File: src/sv/prp_frame_builder_top_assert.svh
// Assertion macros shared by the RTL files. They expect clk and rst_n in scope.
`ifndef PRP_FRAME_BUILDER_TOP_ASSERT_SVH
`define PRP_FRAME_BUILDER_TOP_ASSERT_SVH

// Condition holds at every edge out of reset.
`define PRP_ASSERT_ALWAYS(lbl, cond, msg) \
  lbl: assert property (@(posedge clk) disable iff (!rst_n) (cond)) else $error(msg);

// Antecedent at one edge implies consequent at the next.
`define PRP_ASSERT_NEXT(lbl, ante, cons, msg) \
  lbl: assert property (@(posedge clk) disable iff (!rst_n) (ante) |=> (cons)) \
    else $error(msg);

`endif

File: src/sv/prp_pkg.sv
package prp_pkg;

  localparam int MIN_PAYLOAD   = 42;
  localparam int MAX_PAYLOAD   = 1500;
  localparam int TRAILER_BYTES = 4;
  localparam int LEN_W         = 12;

  localparam logic [LEN_W-1:0] KEEP_MAX  = LEN_W'(MAX_PAYLOAD - TRAILER_BYTES);
  localparam logic [LEN_W-1:0] KEEP_MIN  = LEN_W'(MIN_PAYLOAD);

  // Command queue geometry
  localparam int FIFO_DEPTH = 4;
  localparam int FIFO_AW    = 2;
  localparam int FIFO_CW    = 3;

  // Byte index within one command
  localparam int IDX_W = 4;
  localparam logic [IDX_W-1:0] HDR_LAST_IDX = 4'd13;
  localparam logic [IDX_W-1:0] TRL_LAST_IDX = 4'd4;

  // Register indexes
  localparam logic [1:0] CFG_SOURCE_MAC = 2'd0;
  localparam logic [1:0] CFG_DEST_MAC   = 2'd1;
  localparam logic [1:0] CFG_ETHERTYPE  = 2'd2;

  // Input word kinds
  localparam logic REQ_START   = 1'b0;
  localparam logic REQ_PAYLOAD = 1'b1;

  // Result status codes
  localparam logic ST_OK    = 1'b0;
  localparam logic ST_SHORT = 1'b1;

  typedef enum logic [1:0] {
    PH_IDLE = 2'd0,
    PH_PASS = 2'd1,
    PH_DROP = 2'd2
  } phase_t;

  typedef enum logic [1:0] {
    CMD_HDR  = 2'd0,
    CMD_ERR  = 2'd1,
    CMD_DATA = 2'd2,
    CMD_LAST = 2'd3
  } cmd_kind_t;

  typedef struct packed {
    cmd_kind_t        kind;
    logic [7:0]       data;
    logic [15:0]      seq;
    logic [3:0]       lan;
    logic [LEN_W-1:0] size;
  } cmd_t;

  typedef struct packed {
    logic [47:0] source_mac;
    logic [47:0] dest_mac;
    logic [15:0] ethertype;
  } cfg_t;

endpackage

File: src/sv/prp_front.sv
module prp_front
  import prp_pkg::*;
(
  input  logic             clk,
  input  logic             rst_n,
  input  logic             acc,
  input  logic             req_type,
  input  logic [LEN_W-1:0] payload_length,
  input  logic [15:0]      sequence_number,
  input  logic [3:0]       lan_nibble,
  input  logic [7:0]       data_byte,
  output logic             push,
  output cmd_t             push_cmd
);

  phase_t           phase_r, phase_nxt;
  logic [LEN_W-1:0] remain_r, remain_nxt;
  logic [LEN_W-1:0] kept_len_r, kept_len_nxt;
  logic [LEN_W-1:0] kept_cnt_r, kept_cnt_nxt;
  logic [15:0]      seq_r, seq_nxt;
  logic [3:0]       lan_r, lan_nxt;

  logic [LEN_W-1:0] clamp_len;
  logic [LEN_W-1:0] remain_dec;
  logic [LEN_W-1:0] kept_inc;

  always_ff @(posedge clk) begin
    if (!rst_n) begin
      phase_r    <= PH_IDLE;
      remain_r   <= '0;
      kept_len_r <= '0;
      kept_cnt_r <= '0;
      seq_r      <= '0;
      lan_r      <= '0;
    end else begin
      phase_r    <= phase_nxt;
      remain_r   <= remain_nxt;
      kept_len_r <= kept_len_nxt;
      kept_cnt_r <= kept_cnt_nxt;
      seq_r      <= seq_nxt;
      lan_r      <= lan_nxt;
    end
  end

  always_comb begin
    clamp_len  = (payload_length > KEEP_MAX) ? KEEP_MAX : payload_length;
    remain_dec = (remain_r != '0) ? remain_r - LEN_W'(1) : remain_r;
    kept_inc   = kept_cnt_r + LEN_W'(1);

    phase_nxt    = phase_r;
    remain_nxt   = remain_r;
    kept_len_nxt = kept_len_r;
    kept_cnt_nxt = kept_cnt_r;
    seq_nxt      = seq_r;
    lan_nxt      = lan_r;

    push          = 1'b0;
    push_cmd.kind = CMD_DATA;
    push_cmd.data = data_byte;
    push_cmd.seq  = seq_r;
    push_cmd.lan  = lan_r;
    push_cmd.size = kept_len_r;

    if (acc) begin
      if (req_type == REQ_START) begin
        seq_nxt      = sequence_number;
        lan_nxt      = lan_nibble;
        remain_nxt   = payload_length;
        kept_cnt_nxt = '0;
        push         = 1'b1;
        if (clamp_len < KEEP_MIN) begin
          kept_len_nxt  = '0;
          phase_nxt     = (payload_length != '0) ? PH_DROP : PH_IDLE;
          push_cmd.kind = CMD_ERR;
        end else begin
          kept_len_nxt  = clamp_len;
          phase_nxt     = PH_PASS;
          push_cmd.kind = CMD_HDR;
        end
      end else begin
        case (phase_r)
          PH_PASS: begin
            remain_nxt   = remain_dec;
            kept_cnt_nxt = kept_inc;
            push         = 1'b1;
            if (kept_inc >= kept_len_r) begin
              push_cmd.kind = CMD_LAST;
              phase_nxt     = (remain_dec != '0) ? PH_DROP : PH_IDLE;
            end
          end
          PH_DROP: begin
            remain_nxt = remain_dec;
            if (remain_dec == '0) phase_nxt = PH_IDLE;
          end
          default: ;
        endcase
      end
    end
  end

endmodule

File: src/sv/prp_cmd_fifo.sv
module prp_cmd_fifo
  import prp_pkg::*;
(
  input  logic clk,
  input  logic rst_n,
  input  logic push,
  input  cmd_t push_cmd,
  input  logic pop,
  output cmd_t head,
  output logic empty,
  output logic full
);
`include "prp_frame_builder_top_assert.svh"

  cmd_t               mem_r [FIFO_DEPTH];
  logic [FIFO_AW-1:0] wr_ptr_r, wr_ptr_nxt;
  logic [FIFO_AW-1:0] rd_ptr_r, rd_ptr_nxt;
  logic [FIFO_CW-1:0] count_r, count_nxt;

  assign empty = (count_r == '0);
  assign full  = (count_r == FIFO_CW'(FIFO_DEPTH));
  assign head  = mem_r[rd_ptr_r];

  always_comb begin
    wr_ptr_nxt = push ? wr_ptr_r + FIFO_AW'(1) : wr_ptr_r;
    rd_ptr_nxt = pop  ? rd_ptr_r + FIFO_AW'(1) : rd_ptr_r;
    count_nxt  = count_r;
    if (push && !pop) count_nxt = count_r + FIFO_CW'(1);
    if (pop && !push) count_nxt = count_r - FIFO_CW'(1);
  end

  always_ff @(posedge clk) begin
    if (!rst_n) begin
      wr_ptr_r <= '0;
      rd_ptr_r <= '0;
      count_r  <= '0;
    end else begin
      wr_ptr_r <= wr_ptr_nxt;
      rd_ptr_r <= rd_ptr_nxt;
      count_r  <= count_nxt;
    end
  end

  always_ff @(posedge clk) begin
    if (push) mem_r[wr_ptr_r] <= push_cmd;
  end

  `PRP_ASSERT_ALWAYS(a_no_push_full, !(push && full), "push into full queue")
  `PRP_ASSERT_ALWAYS(a_no_pop_empty, !(pop && empty), "pop from empty queue")
  `PRP_ASSERT_NEXT(a_count_up, push && !pop, count_r == $past(count_r) + FIFO_CW'(1),
                   "queue count did not rise on push")

endmodule

File: src/sv/prp_back.sv
module prp_back
  import prp_pkg::*;
(
  input  logic       clk,
  input  logic       rst_n,
  input  cfg_t       cfg,
  input  cmd_t       head,
  input  logic       empty,
  output logic       pop,
  output logic       out_valid,
  input  logic       out_stall,
  output logic [7:0] out_byte,
  output logic       out_frame_end,
  output logic       out_status
);
`include "prp_frame_builder_top_assert.svh"

  logic [IDX_W-1:0] idx_r, idx_nxt;
  logic             valid_r, valid_nxt;
  logic [7:0]       byte_r, byte_nxt;
  logic             end_r, end_nxt;
  logic             status_r, status_nxt;

  logic             load;
  logic [IDX_W-1:0] last_idx;
  logic [7:0]       sel_byte;
  logic             sel_end;
  logic             sel_status;

  assign out_valid     = valid_r;
  assign out_byte      = byte_r;
  assign out_frame_end = end_r;
  assign out_status    = status_r;

  // Byte of the head command at the current index
  always_comb begin
    sel_byte   = 8'h00;
    sel_end    = 1'b0;
    sel_status = ST_OK;
    last_idx   = '0;
    case (head.kind)
      CMD_HDR: begin
        last_idx = HDR_LAST_IDX;
        case (idx_r)
          4'd0:    sel_byte = cfg.dest_mac[47:40];
          4'd1:    sel_byte = cfg.dest_mac[39:32];
          4'd2:    sel_byte = cfg.dest_mac[31:24];
          4'd3:    sel_byte = cfg.dest_mac[23:16];
          4'd4:    sel_byte = cfg.dest_mac[15:8];
          4'd5:    sel_byte = cfg.dest_mac[7:0];
          4'd6:    sel_byte = cfg.source_mac[47:40];
          4'd7:    sel_byte = cfg.source_mac[39:32];
          4'd8:    sel_byte = cfg.source_mac[31:24];
          4'd9:    sel_byte = cfg.source_mac[23:16];
          4'd10:   sel_byte = cfg.source_mac[15:8];
          4'd11:   sel_byte = cfg.source_mac[7:0];
          4'd12:   sel_byte = cfg.ethertype[15:8];
          default: sel_byte = cfg.ethertype[7:0];
        endcase
      end
      CMD_ERR: begin
        sel_end    = 1'b1;
        sel_status = ST_SHORT;
      end
      CMD_DATA: sel_byte = head.data;
      CMD_LAST: begin
        last_idx = TRL_LAST_IDX;
        case (idx_r)
          4'd0:    sel_byte = head.data;
          4'd1:    sel_byte = head.seq[15:8];
          4'd2:    sel_byte = head.seq[7:0];
          4'd3:    sel_byte = {head.lan, head.size[11:8]};
          default: begin
            sel_byte = head.size[7:0];
            sel_end  = 1'b1;
          end
        endcase
      end
      default: ;
    endcase
  end

  always_comb begin
    load       = !valid_r || !out_stall;
    pop        = 1'b0;
    idx_nxt    = idx_r;
    valid_nxt  = valid_r;
    byte_nxt   = byte_r;
    end_nxt    = end_r;
    status_nxt = status_r;
    if (load) begin
      valid_nxt = !empty;
      if (!empty) begin
        byte_nxt   = sel_byte;
        end_nxt    = sel_end;
        status_nxt = sel_status;
        if (idx_r == last_idx) begin
          pop     = 1'b1;
          idx_nxt = '0;
        end else begin
          idx_nxt = idx_r + IDX_W'(1);
        end
      end
    end
  end

  always_ff @(posedge clk) begin
    if (!rst_n) begin
      idx_r   <= '0;
      valid_r <= 1'b0;
    end else begin
      idx_r   <= idx_nxt;
      valid_r <= valid_nxt;
    end
  end

  always_ff @(posedge clk) begin
    byte_r   <= byte_nxt;
    end_r    <= end_nxt;
    status_r <= status_nxt;
  end

  `PRP_ASSERT_ALWAYS(a_idx_range, idx_r <= HDR_LAST_IDX, "byte index past header end")
  `PRP_ASSERT_ALWAYS(a_pop_nonempty, !(pop && empty), "pop with no command queued")
  `PRP_ASSERT_NEXT(a_out_hold, out_valid && out_stall, out_valid && $stable(out_byte) && $stable(out_frame_end) && $stable(out_status), "stalled result word changed")

endmodule

File: src/sv/prp_frame_builder_top.sv
// Each command that an accepted word posts is written into the command queue; its first
// result byte is then loaded from the queue head into the output register once that register is free.
// Throughput: one input word per cycle while the queue is not full; header (14 bytes)
// and last payload byte plus trailer (5 bytes) bursts drain one byte per cycle while
// out_stall is low, and back-pressure the input via the 4-entry command queue.
// Reset: synchronous active-low rst_n clears phase, counters, queue, output valid and
// all config registers (MACs and ethertype read as zero until written).
module prp_frame_builder_top
  import prp_pkg::*;
(
  input  logic             clk,
  input  logic             rst_n,
  // input word channel
  input  logic             in_valid,
  output logic             in_stall,
  input  logic             in_req_type,
  input  logic [LEN_W-1:0] in_payload_length,
  input  logic [15:0]      in_sequence_number,
  input  logic [3:0]       in_lan_nibble,
  input  logic [7:0]       in_data_byte,
  // result channel
  output logic             out_valid,
  input  logic             out_stall,
  output logic [7:0]       out_byte,
  output logic             out_frame_end,
  output logic             out_status,
  // config write channel
  input  logic             cfg_valid,
  output logic             cfg_ready,
  input  logic [1:0]       cfg_index,
  input  logic [47:0]      cfg_data
);

  cfg_t cfg_r, cfg_nxt;

  logic in_acc;
  logic push;
  cmd_t push_cmd;
  logic pop;
  cmd_t head;
  logic empty;
  logic full;

  // Config registers are always writable; host writes must come only while the block is idle (unenforced).
  assign cfg_ready = 1'b1;

  always_comb begin
    cfg_nxt = cfg_r;
    if (cfg_valid) begin
      case (cfg_index)
        CFG_SOURCE_MAC: cfg_nxt.source_mac = cfg_data;
        CFG_DEST_MAC:   cfg_nxt.dest_mac   = cfg_data;
        CFG_ETHERTYPE:  cfg_nxt.ethertype  = cfg_data[15:0];
        default: ;      // unmapped index: ignore
      endcase
    end
  end

  always_ff @(posedge clk) begin
    if (!rst_n) begin
      cfg_r <= '0;
    end else begin
      cfg_r <= cfg_nxt;
    end
  end

  // Front stalls only when the command queue is full.
  assign in_stall = full;
  assign in_acc   = in_valid && !full;

  // Front: tracks frame phase and byte counts, posts at most one command per word (none for dropped words).
  prp_front u_front (
    .clk             (clk),
    .rst_n           (rst_n),
    .acc             (in_acc),
    .req_type        (in_req_type),
    .payload_length  (in_payload_length),
    .sequence_number (in_sequence_number),
    .lan_nibble      (in_lan_nibble),
    .data_byte       (in_data_byte),
    .push            (push),
    .push_cmd        (push_cmd)
  );

  // Queue decouples word intake from byte emission.
  prp_cmd_fifo u_fifo (
    .clk      (clk),
    .rst_n    (rst_n),
    .push     (push),
    .push_cmd (push_cmd),
    .pop      (pop),
    .head     (head),
    .empty    (empty),
    .full     (full)
  );

  // Back: expands each command into header, payload, trailer or error bytes.
  prp_back u_back (
    .clk           (clk),
    .rst_n         (rst_n),
    .cfg           (cfg_r),
    .head          (head),
    .empty         (empty),
    .pop           (pop),
    .out_valid     (out_valid),
    .out_stall     (out_stall),
    .out_byte      (out_byte),
    .out_frame_end (out_frame_end),
    .out_status    (out_status)
  );

endmodule
File: config.mk
export PLATFORM = sky130hd
export DESIGN_NAME = prp_frame_builder_top
export DESIGN_NICKNAME = d
export VERILOG_FILES = /design/src/sv/prp_pkg.sv /design/src/sv/prp_front.sv /design/src/sv/prp_cmd_fifo.sv /design/src/sv/prp_back.sv /design/src/sv/prp_frame_builder_top.sv
export VERILOG_INCLUDE_DIRS = /design/src /design/src/sv
export SDC_FILE = /design/constraint.sdc
export NUM_CORES = 1
export LEC_CHECK = 0
export BUFFER_PORTS_ARGS = -buffer_cell sky130_fd_sc_hd__buf_4
export CORE_MARGIN = 3
export CORE_UTILIZATION = 35
export DETAILED_ROUTE_END_ITERATION = 8
export HOLD_SLACK_MARGIN = 0.06
export PLACE_DENSITY = 0.48
export SETUP_SLACK_MARGIN = 0.5
export SLEW_MARGIN = 20
export SYNTH_ARGS = -nofsm -noshare
export SYNTH_HDL_FRONTEND = slang
export SYNTH_SLANG_ARGS = --single-unit
File: constraint.sdc
create_clock -name clk -period 4.3 [get_ports clk]
set_clock_uncertainty 0.15 [all_clocks]
set_input_delay 0.215 -clock clk [delete_from_list [all_inputs] [get_ports clk]]
set_output_delay 0.215 -clock clk [all_outputs]
set_load 0.01 [all_outputs]
# After elaboration in Yosys (flattened, before gate mapping)
# Memory sizes are Yosys's and may differ from the RTL's. A register that Yosys moved wholly into a read port is not among the register bits.
# Index checks and enable logic that the tools add are counted.
dict set report totals {
  ff_bits 192
  ramBits 168
  in_bits 96
  output_inout_bits 13
  wordCells 124
  n_memories 1
}
dict set report classes {
  add_sub_neg 7
  magnitude_cmp 3
  eq_ne 26
  mux 39
  bitwise_logic 2
  reduce_logical 29
}
# memory depth width rd rd_ports_with_merged_regs wr line
set mem_list {}
lappend mem_list {u_fifo.mem_r 4 42 1 1 1 prp_cmd_fifo.sv:15} ;# cmd_t mem_r [FIFO_DEPTH];
# cell n
set ops {}
lappend ops {{$pmux 8 s13} 1}
lappend ops {{$mux 12} 7}
lappend ops {{$reduce_bool 12->1} 3}
lappend ops {{$pmux 8 s4} 1}
lappend ops {{$pmux 8 s3} 1}
lappend ops {{$mux 2} 11}
lappend ops {{$eq 4x4->1 const B} 5}
lappend ops {{$eq 4x3->1 const B} 4}
lappend ops {{$reduce_and 2->1} 7}
lappend ops {{$add 12x1->12 const B} 1}
lappend ops {{$ge 12x12->1} 1}
lappend ops {{$gt 12x11->1 const B} 1}
lappend ops {{$logic_not 12->1} 1}
lappend ops {{$lt 12x6->1 const B} 1}
lappend ops {{$mux 1} 12}
lappend ops {{$sub 12x1->12 const B} 1}
lappend ops {{$eq 2x2->1 const B} 4}
lappend ops {{$eq 4x2->1 const B} 2}
lappend ops {{$pmux 4 s2} 1}
lappend ops {{$eq 2x1->1 const B} 3}
lappend ops {{$logic_not 1->1} 6}
lappend ops {{$mux 3} 2}
lappend ops {{$ne 3x2->1 const B} 2}
lappend ops {{$add 2x1->2 const B} 2}
lappend ops {{22 further kinds} 26}

# Depth between registers and ports, before layout
# Gate-level depths: netlist (run 1).
dict set report logic_depth {
  ltp_word 10
  depth_mapped 16
  mapped_depth_nobuf 13
}

# Cells and area by module
# A second synthesis (run 1) with hierarchy kept.
dict set report hier_totals {
  cells_unflattened 1402
  area_unflattened_um2 16263.1
}
# mod instances cells_each area_per_inst_um2 seq_area_each_um2
set modules_own_cells {}
lappend modules_own_cells {prp_cmd_fifo 1 266 6563.8 5225.0}
lappend modules_own_cells {prp_frame_builder_top 1 420 4176.5 2242.2}
lappend modules_own_cells {prp_front 1 472 3579.7 1161.1}
lappend modules_own_cells {prp_back 1 244 1943.1 400.4}

# Least setup slack after synthesis (run 1)
# OpenSTA, ideal clock, no wires.
dict set report synth_path {
  path_type {reg-to-reg}
  start {reg with a tool-made name}
  end {reg u_fifo.count_r[2]}
  setup_ns 0.076
  arrival_ns 3.429
  required_time_ns 4.074
  path_slack_ns 0.645
  stages_incl_launch_ff 17
  n_path_buf 3
  synth_period_minus_slack_ns 3.655
  path_cell_list {dfxtp_1 clkbuf_1 buf_2 mux4_2 inv_1 ha_1 clkbuf_1 nand3_1 nand2_1 nand3_1 inv_1 ha_1 inv_1 fa_1 xor2_1 or3_1 a21boi_0}
}
# item line
set synth_lines {}
lappend synth_lines {{end signal, assigned} prp_cmd_fifo.sv:40} ;# count_r <= count_nxt;
lappend synth_lines {{end, declared} prp_cmd_fifo.sv:18} ;# logic [FIFO_CW-1:0] count_r, count_nxt;

# Worst setup path after layout (run 1)
dict set report layout_path {
  start {reg u_front.kept_cnt_r[0]}
  end {reg u_front.phase_r[1]}
}
dict set report layout_between {
  elab_chain_cells 4
}
# item line
set layout_rtl {}
lappend layout_rtl {{start, declared} prp_front.sv:19} ;# logic [LEN_W-1:0] kept_cnt_r, kept_cnt_nxt;
lappend layout_rtl {{start signal, assigned} prp_front.sv:39} ;# kept_cnt_r <= kept_cnt_nxt;
lappend layout_rtl {{$add 12x1->12} prp_front.sv:48} ;# kept_inc = kept_cnt_r + LEN_W'(1);
lappend layout_rtl {{$ge 12x12->1} prp_front.sv:86} ;# if (kept_inc >= kept_len_r) begin
lappend layout_rtl {{$ne 3x2->1 (no line)} --}
lappend layout_rtl {{$reduce_and 4->1 (no line)} --}
lappend layout_rtl {{end signal, assigned} prp_front.sv:36} ;# phase_r <= phase_nxt;
lappend layout_rtl {{end, declared} prp_front.sv:16} ;# phase_t phase_r, phase_nxt;
# No other way between the ends.
# A chain may end at the register's enable or synchronous reset.

==> reports/metrics.cfg, run 1 <==
[synth]
ys_async_sr_fraction_pct=0
ys_seq_area_share_pct=57.52
yosys-top-cells-area=edfxtp_1 (34%), dfxtp_1 (23%), nand2_1 (7.7%)
synthCells=1415
synth_edf_count=178
syn_nets=1543
synth_cell_types=67
yosys_warnings=0
ys_seq_elements=362
syn_area_per_cell_sq_um=11.09
synth_top_area_cell=edfxtp_1
ys.flop_type=dfxtp_1
synth_top_cell_area_share_pct=34.05
syn_area_sq_um=15700

[power_and_ir_drop]
p_int_mw=6.767
finalPower_mw=9.418
switchingPower_mw=2.651
leakagePower_nw=6.826
clkPwrFrac_pct=37.1
seq_power_share_pct=42.8
power_frac_comb_pct=20.0
cellPowerDensity_nw_per_um2=485.8
vdd_drop_max_v=0.0003557
switching_share_pct=28.15

[drt]
top_layer=met4
drt_iter0_drc=853
wire_per_inst_microns=20.03
drc=0
routed-wl-met3_microns=2248
met2WireLength_microns=20110
drt-met1-wl_microns=20730
wirelength_microns=44180
dr.pass1.iters=5
via_count=11430
detail-route-antenna-nets=0
vias_per_cell=5.183

[global_routing]
grt_pass1_vias=11550
grt_pass1_wl_microns=69230
antenna_found_initial=0
grt-ovfl-total=0
grt_max_degree=83
grt.total_usage_pct=18.82

[sta]
relSlewSlack_pct=37.01
finalCritPeriodShare_pct=77.52
fin_crit_ps=3334
hold_viol=0
setup_tns_ps=0
maxSlewViolCount=0
tightest_slew_ps=944.9
rsz0062_at_grt=no
setup_violations=0
fmax_mhz=300.0

[cts]
cts_max_level=2
clock-sinks=362
post_cts_buffers=0
cts.reportedPaths.clkPinSlew_ps=60
clk_latency_ps=570
clockRootBuffer=clkbuf_16
postCtsHoldBufs=94
cts_buffer_depth=3
ctsResizeCount=0
cts_buffers=41
tritoncts=done

[floorplanning]
std_cell_rows=76
fp.dieW_microns=217.8
die_h_microns=217.8
initial_core_util_pct=35.96
design.die.area_sq_um=47420
io_pins=109
coreArea_sq_um=43650

[critical_path]
slowest_stage=a2111o_1
critPathArrivalTime_ps=3640
end_kind=flip-flop
cp_cell_sequence=nand3_1 > nor3_1 > and3_1 > and3_1 > xor2_1 > ha_1 > nand2_1 > o21ai_0 > a21oi_1 > a2111o_1 > a211o_1 > o2111a_1
cp.required_ps=4610
crit_fanout=6
path_buf_inv=0
max_stage_delay_ps=450
cpLargestDelayFamily=compound AO/OA/AOI/OAI gates
crit_path_frequent_cell=and3_1
crit_type=flip-flop to flip-flop
startpoint_type=flip-flop

[place]
place_area_sq_um=17090
portBuffers=107
dp.final_hpwl_microns=27960
gp_congestion=0.8126

[finish]
n_antenna_cell=0
layout-drive-gt1-share_pct=15.85
fin_area_sq_um=19390
area_delta_synth_final_pct=23.51
final_nets=1717

[run]
drv_cap=0

[run_status]
status=complete, no violations

[min_path]
hold_class=input pin to flip-flop

[path summary, 6_finish.rpt]
kind | end | slack [ps] | depth (start not counted) | from
worst max register to register | u_front.phase_r[1]$_SDFFE_PN0P_ | 970 | 12 | u_front.kept_cnt_r[0]$_SDFFE_PN0P_
worst min-delay path | cfg_r[50]$_SDFFE_PN0P_ | 110 | 2 | rst_n
worst min register to register | cfg_r[73]$_SDFFE_PN0P_ | 310 | 2 | cfg_r[73]$_SDFFE_PN0P_
worst max-delay path | u_front.phase_r[1]$_SDFFE_PN0P_ | 970 | 12 | u_front.kept_cnt_r[0]$_SDFFE_PN0P_
[worst register-to-register path: stages (launching register included)]
cell	delay (ps)
dfxtp_1	430
nand3_1	130
nor3_1	410
and3_1	290
and3_1	230
xor2_1	90
ha_1	290
nand2_1	60
o21ai_0	180
a21oi_1	110
a2111o_1	450
a211o_1	290
o2111a_1	110
[Yosys cell counts, types with 31 or more instances]
cell      count
nand2_1     324
nor2_1       36
a21boi_0    141
mux4_2       44
clkbuf_1     79
dfxtp_1     184
inv_1        34
ha_1         31
edfxtp_1    178
nand3_1      36
o21ai_0      38
a21oi_1      35
a22oi_1      40
[stage by stage]
step | setup slack [ps] | hold slack (ps) | utilization [%] | instances
6_report | 966.4 | 111.7 | 44.42 | 2206
5_1_grt | 585.4 | 167.2 | 44.42 | 2206
4_1_cts | 964.2 | 130.1 | 44.42 | 2206
3_5_place_dp | 1001 | 279.4 | 39.16 | 2037
3_3_place_gp | 1021 | 275.3 | 39.16 | 2037
2_1_floorplan | 645.2 | 163.9 | - | 1415
[placed cells by master, fill, tap and decap left out, drive strengths merged, types with 4 or more instances in the layout]
master       instances
o21ai               39
dfxtp              184
a21o                 4
or3                  7
a32oi               11
a21oi               35
nand2b               4
buf                134
nand3b               4
nand4                5
o211ai              12
nand3               36
inv                 35
nor2b               16
a21boi             141
a222oi              12
a31oi                8
nor3                 8
nand2              324
clkinv              12
ha                  31
and2                16
mux4                44
clkbuf              59
nor4                 4
xnor2               10
a32o                 5
nor2                36
edfxtp             178
mux2i                7
a22oi               40
xor2                 9
and3                 8
dlygate4sd3         94
[power by group through the flow]
stage,clock [mW],sequential [mW],combinational (mW)
5_1_grt,3.73,4.06,2.08
3_3_place_gp,0,4.11,1.83
3_5_place_dp,0,4.11,1.84
6_report,3.50,4.03,1.89
4_1_cts,3.59,4.04,1.92
2_1_floorplan,0,4.07,1.17
[sequential cells by signal, indices dropped and copies added (netlist names), 2 cells and up, named ones only]
signal and flops:
u_back.idx_r 4, u_front.seq_r 16, u_fifo.rd_ptr_r 2, u_front.kept_cnt_r 12, u_fifo.wr_ptr_r 2, u_front.lan_r 4
u_fifo.mem_r 168, cfg_r 112, u_front.remain_r 12, u_back.out_byte 8, u_front.phase_r 2, u_front.kept_len_r 12
u_fifo.count_r 3
[per-layer routing]
layer	track usage, %	vias up
li1	-	5474
met1	26.89	5630
met2	29.51	277
met3	3.205	53
met4	5.545	0
met5	0	-
[kinds of logic (layout without fill, tap and decap cells)]
kind of cell,count (synthesis),after routing,synth area share [%]
other cells,1,1,0.02389
buf+inv,132,338,3.220
mux,54,54,6.975
fa+ha+maj,32,32,2.599
simple gates,481,481,13.30
xor+xnor,19,19,1.060
flops,362,362,57.52
compound gates,334,334,15.31
[cell type report]
type                       count  area (sq um)
clock buffer                  59          1196
clock inverter                16         157.7
timing repair buffer         228          1959
inverter                      35         131.4
sequential                   362          9031
fill                        4066         24260
multi-input combinational    921          6178
tap                          585         732.0
No activity file was read; power rests on OpenSTA's default activity.
==> inputs of run 2 (changes only) <==
Settings changed: ABC_AREA set to 1, PLACE_DENSITY 0.48 to 0.5.
Clock period 4.3 ns to 2.8 ns, I/O delays scaled along.
==> run 2 against run 1 <==
Against the previous run: wire length rose by 12%; cell count is 22% higher; sequential share of layout area is 3.3 points lower; synthesized cell count increased by 27%; register-to-register slack worse by 750 ps; via count grew 19%; setup slack lost 750 ps; global-route usage is 1.7 points higher; critical path depth increased by 4; area after synthesis is 0.43% higher; core utilization up 2.8 points; clock-buffer cell count up 1.
==> reports/metrics.cfg, run 2 <==
[critical_path]
r2r_end=u_fifo.count_r[2]$_SDFFE_PN0P_
cpLargestDelayFamily=adder cells
cp_cell_sequence=inv_6 > nand2_2 > a32oi_2 > inv_2 > ha_4 > xnor2_2 > nor2_2 > nand3_2 > inv_2 > ha_4 > inv_2 > fa_2 > a21oi_1 > o21ai_1 > o21ai_1 > a21oi_1
end_kind=flip-flop
crit_path_frequent_cell=inv_2
critPathArrivalTime_ps=2860
slowest_stage=dfxtp_4
ff2ff_setup_slack_ps=220
crit_type=flip-flop to flip-flop
cp.required_ps=3080
path_buf_inv=4
startpoint_type=flip-flop
max_stage_delay_ps=380
rr_worst_depth=16
crit_fanout=7

[power_and_ir_drop]
seq_power_share_pct=39.6
clkPwrFrac_pct=31.9
finalPower_mw=16.20
switchingPower_mw=5.314
p_int_mw=10.88
cellPowerDensity_nw_per_um2=773.5
switching_share_pct=32.81
leakagePower_nw=8.379
vdd_drop_max_v=0.0004130
power_frac_comb_pct=28.6

[run]
drv_cap=0

[drt]
routed-wl-met3_microns=2241
drc=0
via_count=13560
vias_per_cell=5.028
dr.pass1.iters=5
met2WireLength_microns=24180
wire_per_inst_microns=18.40
wirelength_microns=49610
detail-route-antenna-nets=0
top_layer=met4
drt_iter0_drc=990
drt-met1-wl_microns=21790

[cts]
cts.reportedPaths.clkPinSlew_ps=60
cts_buffer_depth=3
clock-sinks=362
cts_buffers=41
clockRootBuffer=clkbuf_16
clk_latency_ps=560
tritoncts=done
cts_max_level=2

[finish]
layout_common_cells=nor2_1 (343), nand2_1 (221), o21ai_0 (210)
stdcell_count=2696
largest_registers=u_fifo.mem_r x168, cfg_r x112, u_front.seq_r x16
final_nets=2200
layout_commonest_cell=nor2_1
utilization_pct=47.24
layout-drive-gt1-share_pct=19.01
regMostFlops=u_fifo.mem_r
area_delta_synth_final_pct=32.82
largest_register_ffs=168
n_antenna_cell=0

[min_path]
hold_class=input pin to flip-flop
min_to=u_fifo.count_r[1]$_SDFFE_PN0P_
hold_depth=7
hold_start=in_valid

[global_routing]
grt_pass1_vias=13200
grt.total_usage_pct=20.47
grt_pass1_wl_microns=75590
grt_max_degree=70
grt-ovfl-total=0
antenna_found_initial=2

[synth]
yosys_warnings=0
ys_seq_elements=362
synthTopCellsByCount=nor2_1 (364), nand2_1 (240), o21ai_0 (219)
synth_edf_count=178
yosys-top-cells-area=edfxtp_1 (34%), dfxtp_1 (23%), nor2_1 (8.7%)
synth_top_area_cell=edfxtp_1
ys.flop_type=dfxtp_1
synth_top_cell_area_share_pct=33.91
ys_async_sr_fraction_pct=0
syn_nets=1925
ys_seq_area_share_pct=57.27
syn_area_sq_um=15760
synth.most_common_cell=nor2_1
syn_area_per_cell_sq_um=8.772
synthCells=1797
synth_cell_types=43

[floorplanning]
die_h_microns=218.2
std_cell_rows=77
io_pins=109
initial_core_util_pct=35.57
design.die.area_sq_um=47620
fp.dieW_microns=218.2
coreArea_sq_um=44320

[sta]
rsz0062_at_grt=yes
fin_crit_ps=2583
relSlewSlack_pct=42.89
fmax_mhz=387.2
setup_tns_ps=0
hold_ws_ps=103.5
maxSlewViolCount=0
tightest_slew_ps=853.8
hold_viol=0
finalCritPeriodShare_pct=92.24
setup_violations=0

[place]
dpl.cell_count=2460
gp_congestion=0.8777
portBuffers=107
dp.final_hpwl_microns=31710

[run_status]
status=complete, no violations

==> run 2: area by class of cell <==
class / count / area, sq um
fillers: 4274 / 23380
flip-flops and latches: 362 / 9060
multi-input cells: 1196 / 6314
repair buffers: 325 / 2957
clock buffers: 60 / 1209
well taps: 592 / 740.7
inverters: 146 / 571.8
clock inverters: 15 / 86.33
==> run 2: worst max path at each step <==
stage | from | end | slack (ps) | depth (start not counted)
floorplan | flip-flop | u_fifo.count_r[2]$_SDFFE_PN0P_ | -220 | 19
global placement | flip-flop | u_fifo.count_r[2]$_SDFFE_PN0P_ | 70 | 15
detailed placement | flip-flop | u_fifo.count_r[2]$_SDFFE_PN0P_ | 90 | 15
CTS | flip-flop | u_fifo.count_r[2]$_SDFFE_PN0P_ | 150 | 15
global route | u_front.kept_cnt_r[1]$_SDFFE_PN0P_ | u_front.phase_r[1]$_SDFFE_PN0P_ | 30 | 19
finish | flip-flop | u_fifo.count_r[2]$_SDFFE_PN0P_ | 220 | 16
==> run 2: cells by family after synthesis <==
group,count (synthesis),share of synthesized area (%)
other cells,1,0.02379
simple gates,736,18.99
fa+ha+maj,32,2.587
flops,362,57.27
compound gates,413,14.46
buf+inv,239,5.881
xor+xnor,14,0.7779
==> run 2: what timing repair did <==
item                                    CTS  global route
resized for setup                        73            60
pin swaps                                31            38
hold buffers                            117             0
setup buffers                            21            22
endpoints found under the setup margin   16            89
hold endpoints to repair                199             0
gates cloned                              0             1
==> run 2: per-stage QoR <==
stage,setup WS (ps),instance area [sq um]
3_5_place_dp,86.91,17570
2_1_floorplan,-218.7,15900
6_report,217.3,20940
5_1_grt,33.76,20940
3_3_place_gp,73.99,17570
4_1_cts,146.7,20470
==> run 2: worst register-to-register path: cells and delay by family (launching register included) <==
family / cells / cell delay (ps)
adders and majority gates: 3 / 670
AOI/OAI and AO/OA: 5 / 650
DFF: 1 / 380
buffers and inverters: 4 / 270
and+or+nand+nor: 3 / 220
xor gates and xnor gates: 1 / 130
==> run 2: metal layers <==
layer  vias up  track usage (%)
li1       6643                -
met1      6490            26.62
met2       325            35.44
met3        97            3.226
met4         0            5.675
met5         -                0
==> run 2: power by group through the flow <==
stage                     combinational, mW  sequential [mW]  clock, mW
after floorplan                        2.61             6.41          0
after global placement                 4.02             6.51          0
after detailed placement               4.06             6.51          0
after CTS                              4.38             6.41       5.29
after global routing                   5.13             6.45       5.51
final                                  4.63             6.41       5.16
==> inputs of run 3 (changes only) <==
--- a/config.mk
+++ b/config.mk
@@ -9,3 +9,3 @@
 export ABC_AREA = 1
-export BUFFER_PORTS_ARGS = -buffer_cell sky130_fd_sc_hd__buf_4
+export BUFFER_PORTS_ARGS = -buffer_cell sky130_fd_sc_hd__buf_2
 export CORE_MARGIN = 3
==> constraint.sdc (replaced) <==
create_clock -name clk -period 2.8 [get_ports clk]
set_clock_uncertainty 0.15 [all_clocks]
set_input_delay 0.28 -clock clk [delete_from_list [all_inputs] [get_ports clk]]
set_output_delay 0.28 -clock clk [all_outputs]
set_load 0.01 [all_outputs]
==> run 3 against run 2 <==
Against the previous run: hold slack got worse by 0.69 ps; non-clock buffer count shrank 40; sequential share of layout area rose by 1.8 points; combinational power down 4%; global-route usage decreased by 0.50 points; setup slack worse by 59 ps; critical path depth unchanged; clock power up 3%.
==> reports/metrics.cfg, run 3 (synthesized netlist as in run 2, its figures left out) <==
[floorplanning]
design.die.area_sq_um=47620
io_pins=109
fp.dieW_microns=218.2
coreArea_sq_um=44320
std_cell_rows=77
die_h_microns=218.2
initial_core_util_pct=35.57

[critical_path]
startpoint_type=flip-flop
slowest_stage=dfxtp_4
crit_fanout=6
critPathArrivalTime_ps=2940
cp_cell_sequence=inv_6 > nand2_2 > a32oi_2 > inv_2 > ha_4 > xnor2_1 > nor2_1 > nand3_2 > inv_2 > ha_4 > inv_2 > fa_2 > a21oi_2 > o21ai_2 > o21ai_1 > a21oi_1
cp.required_ps=3100
max_stage_delay_ps=370
end_kind=flip-flop
crit_path_frequent_cell=inv_2
ff2ff_setup_slack_ps=160
r2r_end=u_fifo.count_r[2]$_SDFFE_PN0P_
path_buf_inv=4
cpLargestDelayFamily=adder cells
rr_worst_depth=16
crit_type=flip-flop to flip-flop
cp_num_cells=16

[sta]
fin_crit_ps=2642
fmax_mhz=378.5
rsz0062_at_grt=yes
maxSlewViolCount=0
hold_ws_ps=102.8
relSlewSlack_pct=27.01
setup_tns_ps=0
hold_viol=0
setup_violations=0
tightest_slew_ps=1092
finalCritPeriodShare_pct=94.35

[drt]
detail-route-antenna-nets=0
drc=0
vias_per_cell=4.984
dr.pass1.iters=5
wirelength_microns=48070
via_count=13260
wire_per_inst_microns=18.07
drt_iter0_drc=917

[cts]
cts_buffer_depth=3
clockRootBuffer=clkbuf_16
tritoncts=done
cts_buffers=42
clock-sinks=362
cts.reportedPaths.clkPinSlew_ps=60
cts_max_level=2
clk_latency_ps=580

[place]
dp.final_hpwl_microns=31270
gp_congestion=0.8652
place_area_sq_um=17290
portBuffers=107

[finish]
largest_registers=u_fifo.mem_r x168, cfg_r x112, u_front.seq_r x16
area_delta_synth_final_pct=27.41
final_nets=2162
layout_commonest_cell=nor2_1
layout_common_cells=nor2_1 (344), nand2_1 (226), o21ai_0 (210)
n_antenna_cell=0
regMostFlops=u_fifo.mem_r
fin_area_sq_um=20090
largest_register_ffs=168
layout-drive-gt1-share_pct=17.21
fillerInstances=4331

[min_path]
min_to=u_front.remain_r[8]$_SDFFE_PN0P_
hold_start=in_req_type
hold_depth=4
hold_class=input pin to flip-flop

[global_routing]
grt_max_degree=70
grt.total_usage_pct=19.97
grt_pass1_wl_microns=73890
antenna_found_initial=0
grt_pass1_vias=12780
grt-ovfl-total=0

[power_and_ir_drop]
leakagePower_nw=7.993
cellPowerDensity_nw_per_um2=804.9
vdd_drop_max_v=0.0005491

[run_status]
status=complete, no violations

[run]
drv_cap=0

run 3: cell count changes in the layout (fill, tap and decap cells not counted), moves of 5 or more:
cell and change:
buf_12 -6, buf_2 +106, buf_4 -110, buf_6 -6, clkbuf_8 -5, dlygate4sd3_1 -23
inv_1 +6, nand2_1 +5, nand2_4 -6
run 3: stage by stage:
step                      util, %  worst slack [ps]  std cells  total power, mW
final                       45.32             158.3       2660            16.17
after global routing        45.32            -27.00       2660            17.12
after CTS                   45.03             221.5       2656            16.27
after detailed placement    39.01             69.32       2463            10.45
after global placement      39.01             71.77       2463            10.43
after floorplan                 -            -218.7       1797            9.020
run 3: worst max-delay path by stage:
stage and end:
2_1_floorplan u_fifo.count_r[2]$_SDFFE_PN0P_, 3_3_place_gp u_fifo.count_r[2]$_SDFFE_PN0P_, 3_5_place_dp u_fifo.count_r[2]$_SDFFE_PN0P_, 4_1_cts u_fifo.count_r[2]$_SDFFE_PN0P_, 5_1_grt u_fifo.count_r[2]$_SDFFE_PN0P_, 6_report u_fifo.count_r[2]$_SDFFE_PN0P_
run 3: area by class of cell:
cell class / instances / area (sq um) / area share [%]
Sequential cell: 362 / 9054 / 45.08
Multi-Input combinational cell: 1197 / 6173 / 30.74
Timing Repair Buffer: 285 / 2206 / 10.98
Clock buffer: 54 / 1136 / 5.656
Tap cell: 592 / 740.7 / 3.688
Inverter: 146 / 563.0 / 2.803
Clock inverter: 24 / 212.7 / 1.059
run 3: what timing repair did:
action / in CTS / in global routing
gates cloned: 1 / 0
hold buffers: 92 / 0
buffers inserted: 22 / 4
pin swaps: 23 / 26
hold endpoints to repair: 186 / 0
gates resized for setup: 57 / 30
endpoints found under the setup margin: 54 / 103
run 3: worst min-delay path, cell delays in order:
cell and delay [ps]:
buf_2 110, buf_4 200, nand3_1 100, a221oi_1 60
run 3: report_power, final:
group / switching, mW / internal, mW
clock network: 2.26 / 3.08
registers: 0.289 / 6.11
logic: 2.80 / 1.64
total: 5.35 / 10.8
run 3: per-layer routing:
metal	up-vias	wire length (microns)	global-route usage (%)
met2	340	22990	33.45
met3	87	2507	3.490
met5	-	0	0
met4	0	1559	7.088
met1	6264	21010	26.06
li1	6566	-	-
